===== config.mk =====
export PLATFORM = sky130hd
export DESIGN_NAME = r16ie_exec
export DESIGN_NICKNAME = d
export VERILOG_FILES = /design/src/rtl/r16ie_pkg.sv /design/src/rtl/r16ie_exec.sv
export SDC_FILE = /design/constraint.sdc
export NUM_CORES = 1
export LEC_CHECK = 0
export BUFFER_PORTS_ARGS = -buffer_cell sky130_fd_sc_hd__clkbuf_2
export CAP_MARGIN = 20
export CORE_UTILIZATION = 55
export DETAILED_ROUTE_END_ITERATION = 10
export GPL_TIMING_DRIVEN = 0
export MAX_ROUTING_LAYER = met4
export PLACE_DENSITY_LB_ADDON = 0.1
export SKIP_LAST_GASP = 1
export SYNTH_ARGS = -nofsm -noshare
export SYNTH_HDL_FRONTEND = slang
export SYNTH_SLANG_ARGS = --single-unit

===== constraint.sdc =====
create_clock -name vclk -period 5.8
set_input_delay 1.16 -clock vclk [all_inputs]
set_output_delay 1.16 -clock vclk [all_outputs]
set_load 0.01 [all_outputs]

===== src/rtl/r16ie_pkg.sv =====
`timescale 1ns / 1ps

package r16ie_pkg;

  // Major opcodes, instruction bits [15:13].
  typedef enum logic [2:0] {
    OP_ADD  = 3'd0,
    OP_ADDI = 3'd1,
    OP_NAND = 3'd2,
    OP_LUI  = 3'd3,
    OP_SW   = 3'd4,
    OP_LW   = 3'd5,
    OP_BEQ  = 3'd6,
    OP_JALR = 3'd7
  } opcode_t;

  localparam logic [15:0] IMM7_MASK  = 16'h007f;
  localparam logic [15:0] IMM10_MASK = 16'h03ff;

  // Everything the execute logic decides for one instruction.
  typedef struct packed {
    logic [15:0] npc;
    logic        reg_we;
    logic [15:0] wval;
    logic        is_sw;
    logic        is_lw;
    logic [15:0] ea;
    logic [15:0] sdata;
  } exec_t;

  function automatic opcode_t f_op(input logic [15:0] word);
    return opcode_t'(word[15:13]);
  endfunction

  function automatic logic [2:0] f_ra(input logic [15:0] word);
    return word[12:10];
  endfunction

  function automatic logic [2:0] f_rb(input logic [15:0] word);
    return word[9:7];
  endfunction

  function automatic logic [2:0] f_rc(input logic [15:0] word);
    return word[2:0];
  endfunction

  // Sign-extended 7-bit immediate.
  function automatic logic [15:0] f_sext7(input logic [15:0] word);
    logic [15:0] v;
    v = word & IMM7_MASK;
    return {{9{v[6]}}, v[6:0]};
  endfunction

endpackage


===== src/rtl/r16ie_exec.sv =====
`timescale 1ns / 1ps

module r16ie_exec import r16ie_pkg::*; (
  input  logic [15:0] word,
  input  logic [15:0] pc,
  input  logic [15:0] va,
  input  logic [15:0] vb,
  input  logic [15:0] vc,
  output exec_t       res
);

  logic [15:0] pc1;
  logic [15:0] imm;
  logic        wr;
  logic [15:0] wval;
  opcode_t     op;

  assign pc1 = pc + 16'd1;
  assign imm = f_sext7(word);
  assign op  = f_op(word);

  // Decode and ALU.
  always_comb begin
    wr         = 1'b0;
    wval       = 16'h0;
    res        = '0;
    res.npc    = pc1;
    res.ea     = vb + imm;
    res.sdata  = va;
    case (op)
      OP_ADD: begin
        wr   = 1'b1;
        wval = vb + vc;
      end
      OP_ADDI: begin
        wr   = 1'b1;
        wval = vb + imm;
      end
      OP_NAND: begin
        wr   = 1'b1;
        wval = ~(vb & vc);
      end
      OP_LUI: begin
        wr   = 1'b1;
        wval = {word[9:0] & IMM10_MASK[9:0], 6'b0};
      end
      OP_SW: begin
        res.is_sw = 1'b1;
      end
      OP_LW: begin
        res.is_lw = 1'b1;
      end
      OP_BEQ: begin
        if (va == vb) begin
          res.npc = pc1 + imm;
        end
      end
      OP_JALR: begin
        res.npc = vb;
        wr      = 1'b1;
        wval    = pc1;
      end
      default: begin
        wr = 1'b0;
      end
    endcase
    // A write to r0 is dropped.
    res.reg_we = wr && (f_ra(word) != 3'd0);
    res.wval   = res.reg_we ? wval : 16'h0;
  end

endmodule


Word level (Yosys, flattened, before mapping)
Index checks and enable logic that the tools add are counted.
{"block": "totals", "regBits": 0, "in_bits": 80, "wordCells": 25}
{"block": "classes", "add_sub_neg": 4, "eq_ne": 8, "n_mux": 7, "bitwise_logic": 2, "reduce_logical": 4}
{"operator": "case mux 16 bit (5 select lines)", "n": 1}
{"operator": "adder 16 bit", "n": 3}
{"operator": "2-to-1 mux 16 bit", "n": 2}
{"operator": "case mux 16 bit (2 select lines)", "n": 1}
{"operator": "adder 16 x 1 -> 16 bit (second input constant)", "n": 1}
{"operator": "bitwise AND 16 bit", "n": 1}
{"operator": "equality test 16 bit", "n": 1}
{"operator": "inverter 16 bit", "n": 1}
{"operator": "equality test 3 bit (second input constant)", "n": 4}
{"operator": "equality test 3 x 2 -> 1 bit (second input constant)", "n": 2}
{"operator": "OR reduction 5 bit", "n": 1}
{"operator": "equality test 3 x 1 -> 1 bit (second input constant)", "n": 1}
{"operator": "zero test 3 bit", "n": 1}
{"operator": "2-to-1 mux 1 bit", "n": 3}
{"operator": "nonzero test 3 bit", "n": 1}
{"operator": "logical AND 1 bit", "n": 1}

Depth between registers and ports, before layout
{"block": "depth", "depth_word": 5, "ltp_mapped": 13, "ltp_nobuf": 13}

Least setup slack after synthesis
No wires, ideal clock.
{"block": "synth_timing", "kind": "input-to-output", "start": "input pc[3]", "end": "output res[66] (netlist bit)", "arrival_time_ps": 3644, "slack_ps": 996, "stages": 13, "path_buffers": 0, "path_cell_list": "and4_1 and3_1 nand2_1 xnor2_1 ha_1 a2111oi_0 nand3_1 o2111ai_1 a31oi_1 a21oi_1 xnor2_1 a31oi_1 nand3_1"}
{"item": "from (decl)", "line_no": "r16ie_exec.sv:5", "text": "input logic [15:0] pc,"}
{"item": "to (decl)", "line_no": "r16ie_exec.sv:9", "text": "output exec_t res"}

==> impl_metrics.tcl <==
set metrics [dict create \
    synth_seq_area_share_pct 0 \
    start_kind "primary input" \
    hold_viol_final 0 \
    power_density_nw_per_um2 113.7 \
    synth_area_um2 3661 \
    intPower_w 0.0002137 \
    synth_common_cells "a21oi_1 (61), ha_1 (50), nand2_1 (46)" \
    setup_tns_ns 0 \
    nets 820 \
    status "completed" \
    drt-pass1-iter-count 5 \
    start_util_pct 57.33 \
    regArea_um2 0 \
    ant_nets 0 \
    synth.area.top_cells "ha_1 (17%), xor2_1 (8.9%), a21oi_1 (8.3%)" \
    peakVddDrop_v 0.00008352 \
    final-setup-viol-count 0 \
    crit_type "in -> out" \
    io_pins 147 \
    fillers 572 \
    grt_max_degree 25 \
    grt_pass1_vias 4313 \
    rsz0062_at_grt "false" \
    synth_top_area_cell "ha_1" \
    dieArea_um2 6986 \
    fin_crit_ns 5.371 \
    yosysMostFrequentCell "a21oi_1" \
    grt_antenna_before_repair 0 \
    die_h_um 83.59 \
    yosys.cell_types.count 58 \
    slew_violations 0 \
    grt-ovfl-total 0 \
    rows 29 \
    nFlopsAndLatches 0 \
    worstSetupStartpoint "pc[0]" \
    p_sw_w 0.0002985 \
    antenna_cells 0 \
    required_ns 4.64 \
    hp-start "va[14]" \
    crit_arrival_ns 4.21 \
    crit_end "res[66]" \
    drt_iter0_drc 393 \
    slew_headroom_pct 53.67 \
    cp-end-kind "primary output" \
    die_width_um 83.59 \
    core_area_um2 6386 \
    drc 0 \
    post_drt_wl_per_cell_um 17.38 \
    crit_fanout 6 \
    hold_class "in -> out" \
    clock_power_share_pct 0 \
    fmax_mhz 186.2 \
    pwr-share-seq_pct 0 \
    routed_wirelength_um 13250 \
    period_share_pct 92.61 \
    comb_power_share_pct 100.0 \
    dp.cells 761 \
    synthesis.nets 671 \
    clock_buffers 0 \
    routabilityCongestion 0.9613 \
    final_cells 762 \
    portBuffers 145 \
    drive_above_1_share_pct 25.84 \
    utilization_pct 70.53 \
    grt_pass1_wl_um 21000 \
    maxCapViolCount 0 \
    tightest_slew_ns 0.6896 \
    synthCells 538 \
    hpwl_um 11120 \
    power.share.switching_pct 58.28 \
    grt_use_total_pct 37.02 \
    viasPerCell 6.350 \
    via_count 4839 \
    netlist.area_leader.share_pct 17.09 \
    cts_hold_buf 0 \
    synth.avg_cell_area_um2 6.805 \
    syn_to_final_growth_pct 23.03 \
    leakage_nw 2.178 \
    yosys_warnings 0 \
]
## cells by family after synthesis
logic type / count (synthesis) / share of synthesized area (%)
fa+ha+maj: 53 / 18.73
mux: 3 / 0.8886
compound gates: 201 / 36.95
xor+xnor: 69 / 16.51
buf+inv: 60 / 7.827
simple gates: 152 / 19.10
## placed cells by master, fill, tap and decap left out, types with 3 or more instances in the layout
| master | netlist | routed |
|---|---|---|
| clkbuf_1 | 21 | 21 |
| inv_1 | 21 | 21 |
| o211ai_1 | 6 | 6 |
| o21ai_0 | 31 | 31 |
| a21o_1 | 12 | 12 |
| xnor2_1 | 32 | 31 |
| nand4_1 | 5 | 5 |
| a221oi_1 | 6 | 6 |
| nor3_1 | 12 | 12 |
| o2111ai_1 | 3 | 3 |
| o21ai_1 | 8 | 8 |
| a21oi_1 | 61 | 61 |
| clkbuf_2 | 0 | 145 |
| nand3_1 | 19 | 19 |
| and3_1 | 5 | 5 |
| nand2_1 | 46 | 46 |
| xor2_1 | 37 | 37 |
| a211oi_1 | 3 | 3 |
| nand2b_1 | 3 | 3 |
| o21bai_1 | 5 | 5 |
| buf_4 | 16 | 17 |
| o22ai_1 | 4 | 4 |
| ha_1 | 50 | 50 |
| nor2_1 | 44 | 44 |
| a31oi_1 | 4 | 4 |
| a22oi_1 | 33 | 33 |
| o21a_1 | 4 | 4 |
| fa_1 | 3 | 3 |
| nor4_1 | 5 | 5 |
## critical path, cell delays in order
cell and delay, ns:
clkbuf_2 0.13, ha_1 0.23, and3_1 0.28, nand2_1 0.12
xnor2_2 0.15, ha_1 0.36, a2111oi_1 0.41, nand3_1 0.17
o2111ai_1 0.30, a31oi_1 0.18, a21oi_1 0.20, xnor2_1 0.11
a31oi_1 0.20, nand3_1 0.09, clkbuf_2 0.13
## power groups by stage
stage                     clock network [W]  registers (W)  logic, W
after floorplan                           0              0  0.000334
after global placement                    0              0  0.000490
after detailed placement                  0              0  0.000498
after CTS                                 0              0  0.000502
after global routing                      0              0  0.000556
final                                     0              0  0.000512
## how the worst min path moves through the flow
stage,to,slack (ns),cells past startpoint
6_report,res[14],2.62,3
3_3_place_gp,res[14],2.62,3
4_1_cts,res[14],2.62,3
2_1_floorplan,res[0],2.41,1
3_5_place_dp,res[14],2.62,3
5_1_grt,res[14],2.64,3
## through the flow
stage | power, W | area [um^2] | setup WS, ns | hold WS, ns
final | 0.0005122 | 4504 | 0.4285 | 2.620
after global routing | 0.0005556 | 4504 | 0.1255 | 2.638
after CTS | 0.0005018 | 4488 | 0.1822 | 2.623
after detailed placement | 0.0004984 | 4488 | 0.1995 | 2.622
after global placement | 0.0004900 | 4483 | 0.2717 | 2.622
after floorplan | 0.0003336 | 3661 | 0.9956 | 2.412
## repair_timing
item / in CTS / in global routing
endpoints found under the setup margin: 0 / 2
gates resized for setup: 0 / 2
buffers inserted: 0 / 1
## layout make-up
class              count  area, um^2  share of cell area, %
multi-input cells    478        3383                  75.11
repair buffers       147       738.2                  16.39
plain buffers         39       207.7                  4.611
well taps             77       96.34                  2.139
inverters             21       78.83                  1.750
## routing by layer
metal	share of wire [%]	GRT usage [%]	vias to the layer above
met2	45	61.27	306
met1	42	48.36	2175
li1	-	-	2312
met5	0	-	-
met4	3.2	10.02	0
met3	9.6	3.066	46
Note: power is estimated with default switching activity, not from simulation.
