`src/rtl/r16ie_pkg.sv`:
```
`timescale 1ns / 1ps

package r16ie_pkg;

  // Major opcodes, instruction bits [15:13].
  typedef enum logic [2:0] {
    OP_ADD  = 3'd0,
    OP_ADDI = 3'd1,
    OP_NAND = 3'd2,
    OP_LUI  = 3'd3,
    OP_SW   = 3'd4,
    OP_LW   = 3'd5,
    OP_BEQ  = 3'd6,
    OP_JALR = 3'd7
  } opcode_t;

  localparam logic [15:0] IMM7_MASK  = 16'h007f;
  localparam logic [15:0] IMM10_MASK = 16'h03ff;

  // Everything the execute logic decides for one instruction.
  typedef struct packed {
    logic [15:0] npc;
    logic        reg_we;
    logic [15:0] wval;
    logic        is_sw;
    logic        is_lw;
    logic [15:0] ea;
    logic [15:0] sdata;
  } exec_t;

  function automatic opcode_t f_op(input logic [15:0] word);
    return opcode_t'(word[15:13]);
  endfunction

  function automatic logic [2:0] f_ra(input logic [15:0] word);
    return word[12:10];
  endfunction

  function automatic logic [2:0] f_rb(input logic [15:0] word);
    return word[9:7];
  endfunction

  function automatic logic [2:0] f_rc(input logic [15:0] word);
    return word[2:0];
  endfunction

  // Sign-extended 7-bit immediate.
  function automatic logic [15:0] f_sext7(input logic [15:0] word);
    logic [15:0] v;
    v = word & IMM7_MASK;
    return {{9{v[6]}}, v[6:0]};
  endfunction

endpackage

```
`src/rtl/r16ie_regfile.sv`:
```
`timescale 1ns / 1ps

module r16ie_regfile import r16ie_pkg::*; (
  input  logic        clk,
  input  logic        rst_n,
  input  logic        we,
  input  logic [2:0]  wa,
  input  logic [15:0] wd,
  input  logic [2:0]  ra_a,
  input  logic [2:0]  ra_b,
  input  logic [2:0]  ra_c,
  output logic [15:0] rd_a,
  output logic [15:0] rd_b,
  output logic [15:0] rd_c
);

  logic [15:0] regs_r [8];

  // Write port; r0 is never written and reads as zero.
  always_ff @(posedge clk) begin
    if (!rst_n) begin
      for (int i = 0; i < 8; i++) begin
        regs_r[i] <= 16'h0;
      end
    end else if (we && (wa != 3'd0)) begin
      regs_r[wa] <= wd;
    end
  end

  // Three read ports for rA, rB and rC.
  assign rd_a = (ra_a == 3'd0) ? 16'h0 : regs_r[ra_a];
  assign rd_b = (ra_b == 3'd0) ? 16'h0 : regs_r[ra_b];
  assign rd_c = (ra_c == 3'd0) ? 16'h0 : regs_r[ra_c];

endmodule

```
`config.mk`:
```
export PLATFORM = sky130hd
export DESIGN_NAME = r16ie_regfile
export DESIGN_NICKNAME = d
export VERILOG_FILES = /design/src/rtl/r16ie_pkg.sv /design/src/rtl/r16ie_regfile.sv
export SDC_FILE = /design/constraint.sdc
export NUM_CORES = 1
export LEC_CHECK = 0
export BUFFER_PORTS_ARGS = -buffer_cell sky130_fd_sc_hd__buf_2
export CAP_MARGIN = 20
export CELL_PAD_IN_SITES_DETAIL_PLACEMENT = 1
export CELL_PAD_IN_SITES_GLOBAL_PLACEMENT = 1
export CORE_ASPECT_RATIO = 1.1
export CORE_UTILIZATION = 30
export CTS_CLUSTER_DIAMETER = 200
export DETAILED_ROUTE_END_ITERATION = 8
export MAX_ROUTING_LAYER = met4
export PLACE_DENSITY_LB_ADDON = 0.1
export SYNTH_ARGS = -nofsm -noshare
export SYNTH_HDL_FRONTEND = slang
export SYNTH_SLANG_ARGS = --single-unit
export TNS_END_PERCENT = 5
```
`constraint.sdc`:
```
create_clock -name clk -period 3.4 [get_ports clk]
set_clock_uncertainty 0.15 [all_clocks]
set_input_delay 0.68 -clock clk [delete_from_list [all_inputs] [get_ports clk]]
set_output_delay 0.68 -clock clk [all_outputs]
set_load 0.03 [all_outputs]
```
======== After elaboration in Yosys (flattened, before gate mapping) ========
Memory sizes are Yosys's and may differ from the RTL's.
Cells that the tools add are included.
Widths: inputs -> output; s select.
cells by class
  add/subtract/negate cells ............... 0
  $mul .................................... 0
  div/mod/pow operators ................... 0
  magnitude comparators ................... 0
  eq/ne operators ......................... 0
  shift-type cells ........................ 0
  mux-type cells .......................... 10
  bitwise gates (word level) .............. 0
  reductions and logical operators ........ 6
operator list
  kind               number
  $mux 16            4
  $reduce_or 16->1   1
  $logic_not 3->1    3
  $mux 1             5
  $mux 3             1
  $reduce_bool 3->1  1
  $logic_and 1x1->1  1
storage, ports and cells
  flip-flop bits (word level) ............. 0
  latch bits .............................. 0
  memory bits (writable) .................. 128
  memory bits (read-only) ................. 0
  input port bits ......................... 31
  output and inout bits ................... 48
  logic and storage cells ................. 17
  memories kept ........................... 1
memory list
  memory  depth  width  read ports  clocked after memory_dff  write ports  RTL line             RTL
  regs_r  8      16     3           0                         8            r16ie_regfile.sv:17  logic [15:0] regs_r [8];

======== Depth between registers and ports, before layout ========
Gate-level depths: netlist (run 1).
  depth after elaboration ................. 7
  depth in mapped cells ................... 6
  mapped depth without buffers ............ 3

======== Worst setup path after synthesis (run 1) ========
OpenSTA, ideal clock, no wires.
  path kind ............................... input-to-output
  start ................................... input port ra_b[2]
  end ..................................... output port rd_b[10]
  arrival time ............................ 2070 ps
  required time ........................... 2570 ps
  slack ................................... 500 ps
  stages on the path ...................... 5
  buffers on the path ..................... 3
  cells stage by stage .................... buf_6 -> and2_1 -> buf_2 -> buf_2 -> a221oi_1
on the way
  word-level cells in the longest chain between the ends .. 2
  elaborated cells on any way between the ends .. 3
RTL lines
  what                                                    RTL line             RTL
  start, declared                                         r16ie_regfile.sv:10  input logic [2:0] ra_b,
  $mem_v2 8x16 / $logic_not 3->1 (equally long branches)  n/a
  $mux 16 *                                               r16ie_regfile.sv:32  assign rd_b = (ra_b == 3'd0) ? 16'h0 : regs_r[ra_b];
  end, declared                                           r16ie_regfile.sv:13  output logic [15:0] rd_b,
Every way passes the cells marked *; elsewhere a longest branch is shown, timed or not.

======== Final worst setup path (run 1) ========
  start ................................... input port ra_a[1]
  end ..................................... output port rd_a[14]
on the way
  word-level cells in the longest chain between the ends .. 2
  elaborated cells on any way between the ends .. 3
RTL lines
  what                                                    RTL line             RTL
  start, declared                                         r16ie_regfile.sv:9   input logic [2:0] ra_a,
  $mem_v2 8x16 / $logic_not 3->1 (equally long branches)  n/a
  $mux 16 *                                               r16ie_regfile.sv:31  assign rd_a = (ra_a == 3'd0) ? 16'h0 : regs_r[ra_a];
  end, declared                                           r16ie_regfile.sv:12  output logic [15:0] rd_a,
Marks and branches as above.

==> results.cfg, run 1 <==
[setup_path]
path_buf_inv = 3
arrival_ns = 2.22
cp.required_ns = 2.57
worst-path-max-fanout = 11
worstSetupEndpointType = output pin
critical_path.top_delay_family = buffers and inverters
crit_type = input port to output pin
max_stage_delay_ns = 0.45
setup.worst_path.start_class = input port
cp_common_cell = buf_2
crit_chain = buf_2 > nor2b_4 > buf_4 > a221oi_1 > a221oi_2 > buf_2
crit_slowest_cell = nor2b_4

[drt]
drt-initial-drc-count = 310
drtAntennaViolNets = 0
routed_wirelength_um = 25520
firstDrtPassIters = 4
route.detailed.drc = 0
wl_per_cell_um = 26.63
vias = 5349
via_per_inst = 5.584

[logic_synthesis]
synth_edf_count = 112
yosysUniqueCellTypes = 32
synth-seq-cells = 112
synth_cells = 571
synthMuxAreaShare = 0.1899
ys_warn_count = 0
ys_seq_area_frac = 0.4546
syn-num-nets = 602
synth_top_flop_cell = edfxtp_1
synth_xor_area_frac = 0
synthAdderAreaFrac = 0
syn_area_mm2 = 0.007398
avgSynthCellArea_um2 = 12.96
synth_top_family_by_area = multiplexers
synth_compound_area_frac = 0.1564
async_flop_share = 0
yosys.area_share.simple = 0.1355

[timing]
grt_setup_unrepaired = no
setup_viol = 0
tns_ns = 0
finalCriticalPeriod_ns = 3.052
finalCritPeriodShare = 0.8975
hold_viol_final = 0
fmax_ghz = 0.3277
slew_headroom = 0.4216
maxSlewViolCount = 0
worst_pin_slew_ns = 0.8638

[finish]
layout-drive-gt1-share = 0.3277
largest_register_ff_count = 112
fin_util = 0.3535
top_regs = regs_r: 112 flops
ff_latch_area_mm2 = 0.003363
diodes = 0
multiInputGateArea_mm2 = 0.003592
layout_common_cells = and2_1, edfxtp_1, mux2i_1
fill_cells = 2615
fin_nets = 679
mostFrequentLayoutCell = and2_1
syn_to_final_growth_pct = 14.27
largest-register = regs_r

[floorplan]
pin_count = 79
core_area_mm2 = 0.02392
die_y_um = 166.7
dieWidth_um = 151.7
initial_core_util = 0.3093
fp.dieArea_mm2 = 0.02529
rows = 59

[flow_run]
cap_viol_max_count = 0

[global_routing]
grt_overflow_total = 0
antenna_found_initial = 0
grt_usage = 0.2161
grt_max_degree = 34
grt_pass1_vias = 5852
grt_pass1_wl_um = 37990

[power]
ir_worst_vdd_uv = 201.2
p_leak_nw = 3.220
p_per_area_mw_per_mm2 = 423.9

[clock_tree]
ctsResizeCount = 0
cts.sinks = 112
htree_levels = 3
cts_setup_buffers = 0
root_buffer = clkbuf_16
numCtsBuffers = 9
cts_buffer_depth = 2
path_clk_slew_ns = 0.08
cts_tree = yes
hold_buffers = 0

[min_path]
hp-class = input port to flop

[placement]
dp_hpwl_um = 16710
io_buffers = 78
gp_congestion = 0.8215

[status]
status = finished, final reports clean
-- power by group --
part           total (mW)  switching, mW  internal [mW]
clock network        1.11          0.531          0.579
registers            1.68         0.0757           1.61
logic               0.789          0.500          0.289
-- logic make-up after synthesis --
family	count (synthesis)
AOI/OAI and AO/OA	120
and+or+nand+nor	153
DFF	112
buffers and inverters	58
muxes	128
-- layout make-up --
class / instances / area share
Timing Repair Buffer: 122 / 0.09560
Inverter: 2 / 0.0008880
Clock inverter: 7 / 0.009028
Multi-Input combinational cell: 401 / 0.4249
Clock buffer: 9 / 0.02664
Sequential cell: 112 / 0.3978
Tap cell: 305 / 0.04514
-- through the flow --
stage          instance area, um2  cells  worst slack [ns]  hold slack [ns]  total power, mW
2_1_floorplan                7398    571            0.5000           0.7282            2.233
3_3_place_gp                 8153    942            0.3774           0.8740            2.494
3_5_place_dp                 8153    942            0.3574           0.8879            2.510
4_1_cts                      8454    958            0.3595           0.5030            3.619
5_1_grt                      8454    958            0.3044           0.5274            3.711
6_report                     8454    958            0.3483           0.5101            3.584
-- cell usage after synthesis, types with 9 or more instances --
master / number / share of area
a211oi_1: 17 / 0.017
a221oi_1: 49 / 0.058
a221oi_2: 26 / 0.053
a311oi_1: 16 / 0.019
and2_1: 114 / 0.096
buf_2: 13 / 0.0088
buf_4: 9 / 0.0091
buf_6: 12 / 0.018
edfxtp_1: 112 / 0.45
mux2_1: 17 / 0.026
mux2_2: 14 / 0.021
mux2_4: 17 / 0.034
mux2i_1: 80 / 0.11
nor2b_1: 19 / 0.016
-- worst paths after layout --
path	startpoint	endpoint	depth (start not counted)
setup / recovery	ra_a[1]	rd_a[14]	6
hold / removal	wd[4]	regs_r[5][4]$_SDFFCE_PN0P_	2
-- routing by layer --
| metal | wire, um | vias up | GRT usage |
|---|---|---|---|
| li1 | - | 2402 | - |
| met4 | 595 | 0 | 0.08179 |
| met5 | 0 | - | - |
| met3 | 729 | 40 | 0.01863 |
| met1 | 11130 | 2786 | 0.2683 |
| met2 | 13060 | 121 | 0.3605 |
No activity file was read; power rests on OpenSTA's default activity.
==> inputs of run 2 (changes only) <==
- CTS_CLUSTER_DIAMETER: 200 -> 100
- PLACE_DENSITY: not set -> 0.53
- PLACE_DENSITY_LB_ADDON: 0.1 -> not set
- clock period: 3.4 -> 2.88 ns (I/O delays scaled with it)
==> run 2 against run 1 <==
Sequential power up 18%. Cell count up 0.63%. Critical path depth down 1. Sequential cell count unchanged. Non-clock buffer count up 6. Global-route usage down 0.62 points. Cell area up 0.41%. Highest routed layer unchanged.
==> results.cfg, run 2 (synthesis results as in run 1) <==
[drt]
route.detailed.drc = 0
firstDrtPassIters = 5
drt-initial-drc-count = 309
routed_wirelength_um = 25060
via_per_inst = 5.507
vias = 5309
wl_per_cell_um = 25.99
drtAntennaViolNets = 0

[global_routing]
grt_max_degree = 41
grt_overflow_total = 0
grt_usage = 0.2099
grt_pass1_wl_um = 36930
antenna_found_initial = 0
grt-busiest-layer = met2
met3_usage = 0.01479
grt_pass1_vias = 5805
use_met1 = 0.2674
met2_usage = 0.3419

[clock_tree]
cts_tree = yes
htree_levels = 3
numCtsBuffers = 9
cts_buffer_depth = 2
cts.sinks = 112
path_clk_slew_ns = 0.07
root_buffer = clkbuf_16
hold_buffers = 0

[placement]
dp_hpwl_um = 16140
io_buffers = 78
placed_cell_area_mm2 = 0.008198
dp_cells = 948
gp_congestion = 0.7927

[min_path]
hold_start = wd[4]
holdPathEnd = regs_r[5][4]$_SDFFCE_PN0P_
hold_path_depth = 2
hp-class = input port to flop

[finish]
layout_common_cells = and2_1, edfxtp_1, mux2i_1
diodes = 0
syn_to_final_growth_pct = 14.75
fill_cells = 2589
finalInstanceArea_mm2 = 0.008489
layout-drive-gt1-share = 0.3293
largest_register_ff_count = 112
mostFrequentLayoutCell = and2_1
final_cells = 964
fin_nets = 685
multiInputGateArea_mm2 = 0.003605
ff_latch_area_mm2 = 0.003363
largest-register = regs_r
top_regs = regs_r: 112 flops

[power]
p_leak_nw = 3.251
p_int_mw = 2.912
ir_worst_vdd_uv = 317.0
switchingPower_mw = 1.246
p_comb_frac = 0.227
clockPowerShare = 0.296
p_per_area_mw_per_mm2 = 489.7
p_seq_frac = 0.477
swShare = 0.2996

[timing]
maxSlewViolCount = 0
hold_viol_final = 0
grt_setup_unrepaired = no
fmax_ghz = 0.3538
finalCritPeriodShare = 0.9815
finalCriticalPeriod_ns = 2.827
slew_headroom = 0.3281
setup_viol = 0
worst_pin_slew_ns = 1.003
tns_ns = 0

[setup_path]
crit_type = input port to output pin
setup.worst_path.start_class = input port
arrival_ns = 2.10
cp.required_ns = 2.15
worstSetupEndpointType = output pin
worst-path-max-fanout = 12

[floorplan]
die_y_um = 166.7
dieWidth_um = 151.7
pin_count = 79
rows = 59
fp.dieArea_mm2 = 0.02529
initial_core_util = 0.3093
core_area_mm2 = 0.02392

[flow_run]
cap_viol_max_count = 0

[status]
status = finished, final reports clean
-- run 2: cell types whose count changed in the layout (fill, tap and decap cells not counted), sizes merged --
cell      delta
clkinv       +4
clkbuf       +1
clkinvlp     -2
buf          +6
inv          -3
-- run 2: power by group through the flow --
stage / registers, mW / clock network (mW) / logic [mW]
floorplan: 1.99 / 0 / 0.646
global placement: 2.01 / 0 / 0.935
detailed placement: 2.02 / 0 / 0.947
CTS: 1.98 / 1.25 / 0.951
global route: 1.99 / 1.29 / 1.00
finish: 1.98 / 1.23 / 0.945
-- run 2: repair_timing --
action,4_1_cts,5_1_grt
buffers inserted,0,0
gates resized for setup,1,2
setup endpoints to repair,1,4
-- run 2: critical path, stage by stage --
cell and delay [ns]:
buf_2 0.12, nor2b_2 0.82, buf_4 0.32, a221oi_2 0.07, buf_2 0.19
-- run 2: routing by layer --
layer / share of wire / up-vias
met5: 0 / -
met4: 0.027 / 0
met3: 0.028 / 42
met2: 0.49 / 135
met1: 0.46 / 2712
li1: - / 2420
-- run 2: area by class of cell --
class | count | share of cell area
clock inverters | 6 | 0.005895
well taps | 305 | 0.04495
clock buffers | 10 | 0.02697
flip-flops and latches | 112 | 0.3962
multi-input cells | 401 | 0.4246
inverters | 2 | 0.0008843
repair buffers | 128 | 0.1005
-- run 2: worst max path at each step --
stage / from / to / slack, ns / cells past startpoint
after global routing: ra_a[2] / rd_a[9] / 0.003 / 5
after CTS: ra_b[2] / rd_b[7] / 0.04 / 6
after detailed placement: ra_b[2] / rd_b[5] / -0.001 / 4
after floorplan: ra_b[2] / rd_b[10] / 0.19 / 5
after global placement: ra_b[2] / rd_b[5] / -0.03 / 4
final: ra_a[2] / rd_a[11] / 0.05 / 5
-- run 2: metrics by stage --
step | util | setup slack [ns] | power [mW] | hold WS [ns]
after floorplan | - | 0.1880 | 2.636 | 0.6242
after global placement | 0.3428 | -0.03424 | 2.944 | 0.7667
after detailed placement | 0.3428 | -0.001121 | 2.965 | 0.7755
after CTS | 0.3546 | 0.03946 | 4.183 | 0.4080
after global routing | 0.3549 | 0.002986 | 4.286 | 0.4323
final | 0.3549 | 0.05328 | 4.157 | 0.4171
==> inputs of run 3 (changes only) <==
- CORE_UTILIZATION: 30 -> 44
- PLACE_DENSITY: 0.53 -> 0.76
- clock period: 2.88 -> 2.3 ns (I/O delays scaled with it)
==> run 3 against run 2 <==
The flow now finishes with violations (DRC, setup timing). Sequential power increased by 27%. Global-route usage up 9.4 points. Non-clock buffer count up 52. Cell count shrank 5.1%. Cell area grew 11%. Critical path type is now flop to output pin. Critical endpoint is now rd_c[2]. Largest cell class unchanged. Largest power group unchanged.
==> results.cfg, run 3 (synthesis results as in run 1) <==
[status]
status = finished, violations left
violations = DRC, setup timing

[timing]
hold_viol_final = 0
slew_headroom = 0.5776
finalCritPeriodShare = 1.021
worst_slack_ns = -0.04837
maxSlewViolCount = 0
grt_setup_unrepaired = yes
tns_ns = -0.4305
finalCriticalPeriod_ns = 2.348
setup_viol = 20
hold_slack_ns = 0.2894
worst_pin_slew_ns = 0.6323
fmax_ghz = 0.4258

[finish]
layout_common_cells = and2_1, buf_4, edfxtp_1
largest-register = regs_r
fin_nets = 737
diodes = 0
syn_to_final_growth_pct = 27.06
largest_register_ff_count = 112
top_regs = regs_r: 112 flops
layout-drive-gt1-share = 0.4571
finalInstanceArea_mm2 = 0.009400

[clock_tree]
htree_levels = 3
cts.sinks = 112
numCtsBuffers = 9
root_buffer = clkbuf_16
hold_buffers = 0
cts_tree = yes
path_clk_slew_ns = 0.07
cts_buffer_depth = 2

[setup_path]
arrival_ns = 1.74
worstSetupEndpointType = output pin
cp.required_ns = 1.69
worst-path-max-fanout = 3
crit_type = flop to output pin
setup.worst_path.start_class = flop

[global_routing]
grt_pass1_wl_um = 37980
grt_pass1_vias = 6314
antenna_found_initial = 0
grt_usage = 0.3038
grt_max_degree = 20
grt_overflow_total = 0

[placement]
io_buffers = 78
dp_hpwl_um = 17550
gp_congestion = 0.8953
placed_cell_area_mm2 = 0.008404

[floorplan]
pin_count = 79
die_y_um = 138
initial_core_util = 0.4520
fp.dieArea_mm2 = 0.01734
dieWidth_um = 125.6
core_area_mm2 = 0.01637
rows = 49

[drt]
route.detailed.drc = 7
drt-initial-drc-count = 449
vias = 5899
via_per_inst = 6.447
drtAntennaViolNets = 0
routed_wirelength_um = 26550
wl_per_cell_um = 29.02
firstDrtPassIters = 7

[min_path]
hp-class = input port to flop

[power]
p_per_area_mw_per_mm2 = 583.2
ir_worst_vdd_uv = 499.6
p_leak_nw = 3.739
totalPowerFinal_mw = 5.482

[flow_run]
cap_viol_max_count = 0
run 3: cell count changes in the layout (fill, tap and decap cells not counted), moves of 12 or more:
cell,previous run,this run
buf_4,43,112
buf_6,0,12
a221oi_1,48,14
a221oi_2,27,53
buf_2,78,39
run 3: cell type report:
| cell class | instances | area [um2] |
|---|---|---|
| fillers | 1597 | 6969 |
| well taps | 204 | 255.2 |
| repair buffers | 180 | 1494 |
| inverters | 2 | 7.507 |
| multi-input cells | 401 | 4009 |
| clock buffers | 9 | 225.2 |
| flip-flops and latches | 112 | 3363 |
| clock inverters | 7 | 46.29 |
run 3: power by group:
part | leakage [nW] | total [mW] | internal [mW] | switching, mW
sequential | 1.07 | 2.51 | 2.38 | 0.131
clock | 0.131 | 1.51 | 0.737 | 0.770
combinational | 2.53 | 1.47 | 0.617 | 0.848
total | 3.74 | 5.48 | 3.73 | 1.75
run 3: through the flow:
| stage | cells | setup WS (ns) | util |
|---|---|---|---|
| 2_1_floorplan | 571 | -0.1954 | - |
| 3_3_place_gp | 886 | -0.1679 | 0.5134 |
| 5_1_grt | 915 | -0.09617 | 0.5743 |
| 6_report | 915 | -0.04837 | 0.5743 |
| 4_1_cts | 904 | -0.04596 | 0.5470 |
| 3_5_place_dp | 886 | -0.1702 | 0.5134 |
run 3: worst paths after layout:
check / startpoint / endpoint / slack, ns / depth (start not counted)
worst max-delay path: regs_r[3][2]$_SDFFCE_PN0P_ / rd_c[2] / -0.05 / 4
worst min-delay path: wd[3] / regs_r[5][3]$_SDFFCE_PN0P_ / 0.29 / 2
run 3: what timing repair did:
| item | CTS | global route |
|---|---|---|
| setup buffers | 1 | 10 |
| resized for setup | 54 | 73 |
| setup endpoints to repair | 48 | 44 |
| pin swaps | 2 | 9 |
| cloned | 1 | 1 |
run 3: critical path, cell delays in order (launching register included):
cell	delay (ns)
edfxtp_1	0.44
mux2_1	0.37
a221oi_2	0.28
a311oi_2	0.09
buf_4	0.20
run 3: metal layers:
layer / track usage / share of wire / vias to the layer above
met5: - / 0 / -
li1: - / - / 2525
met3: 0.03676 / 0.046 / 85
met4: 0.1361 / 0.036 / 0
met2: 0.5225 / 0.52 / 249
met1: 0.3549 / 0.40 / 3040
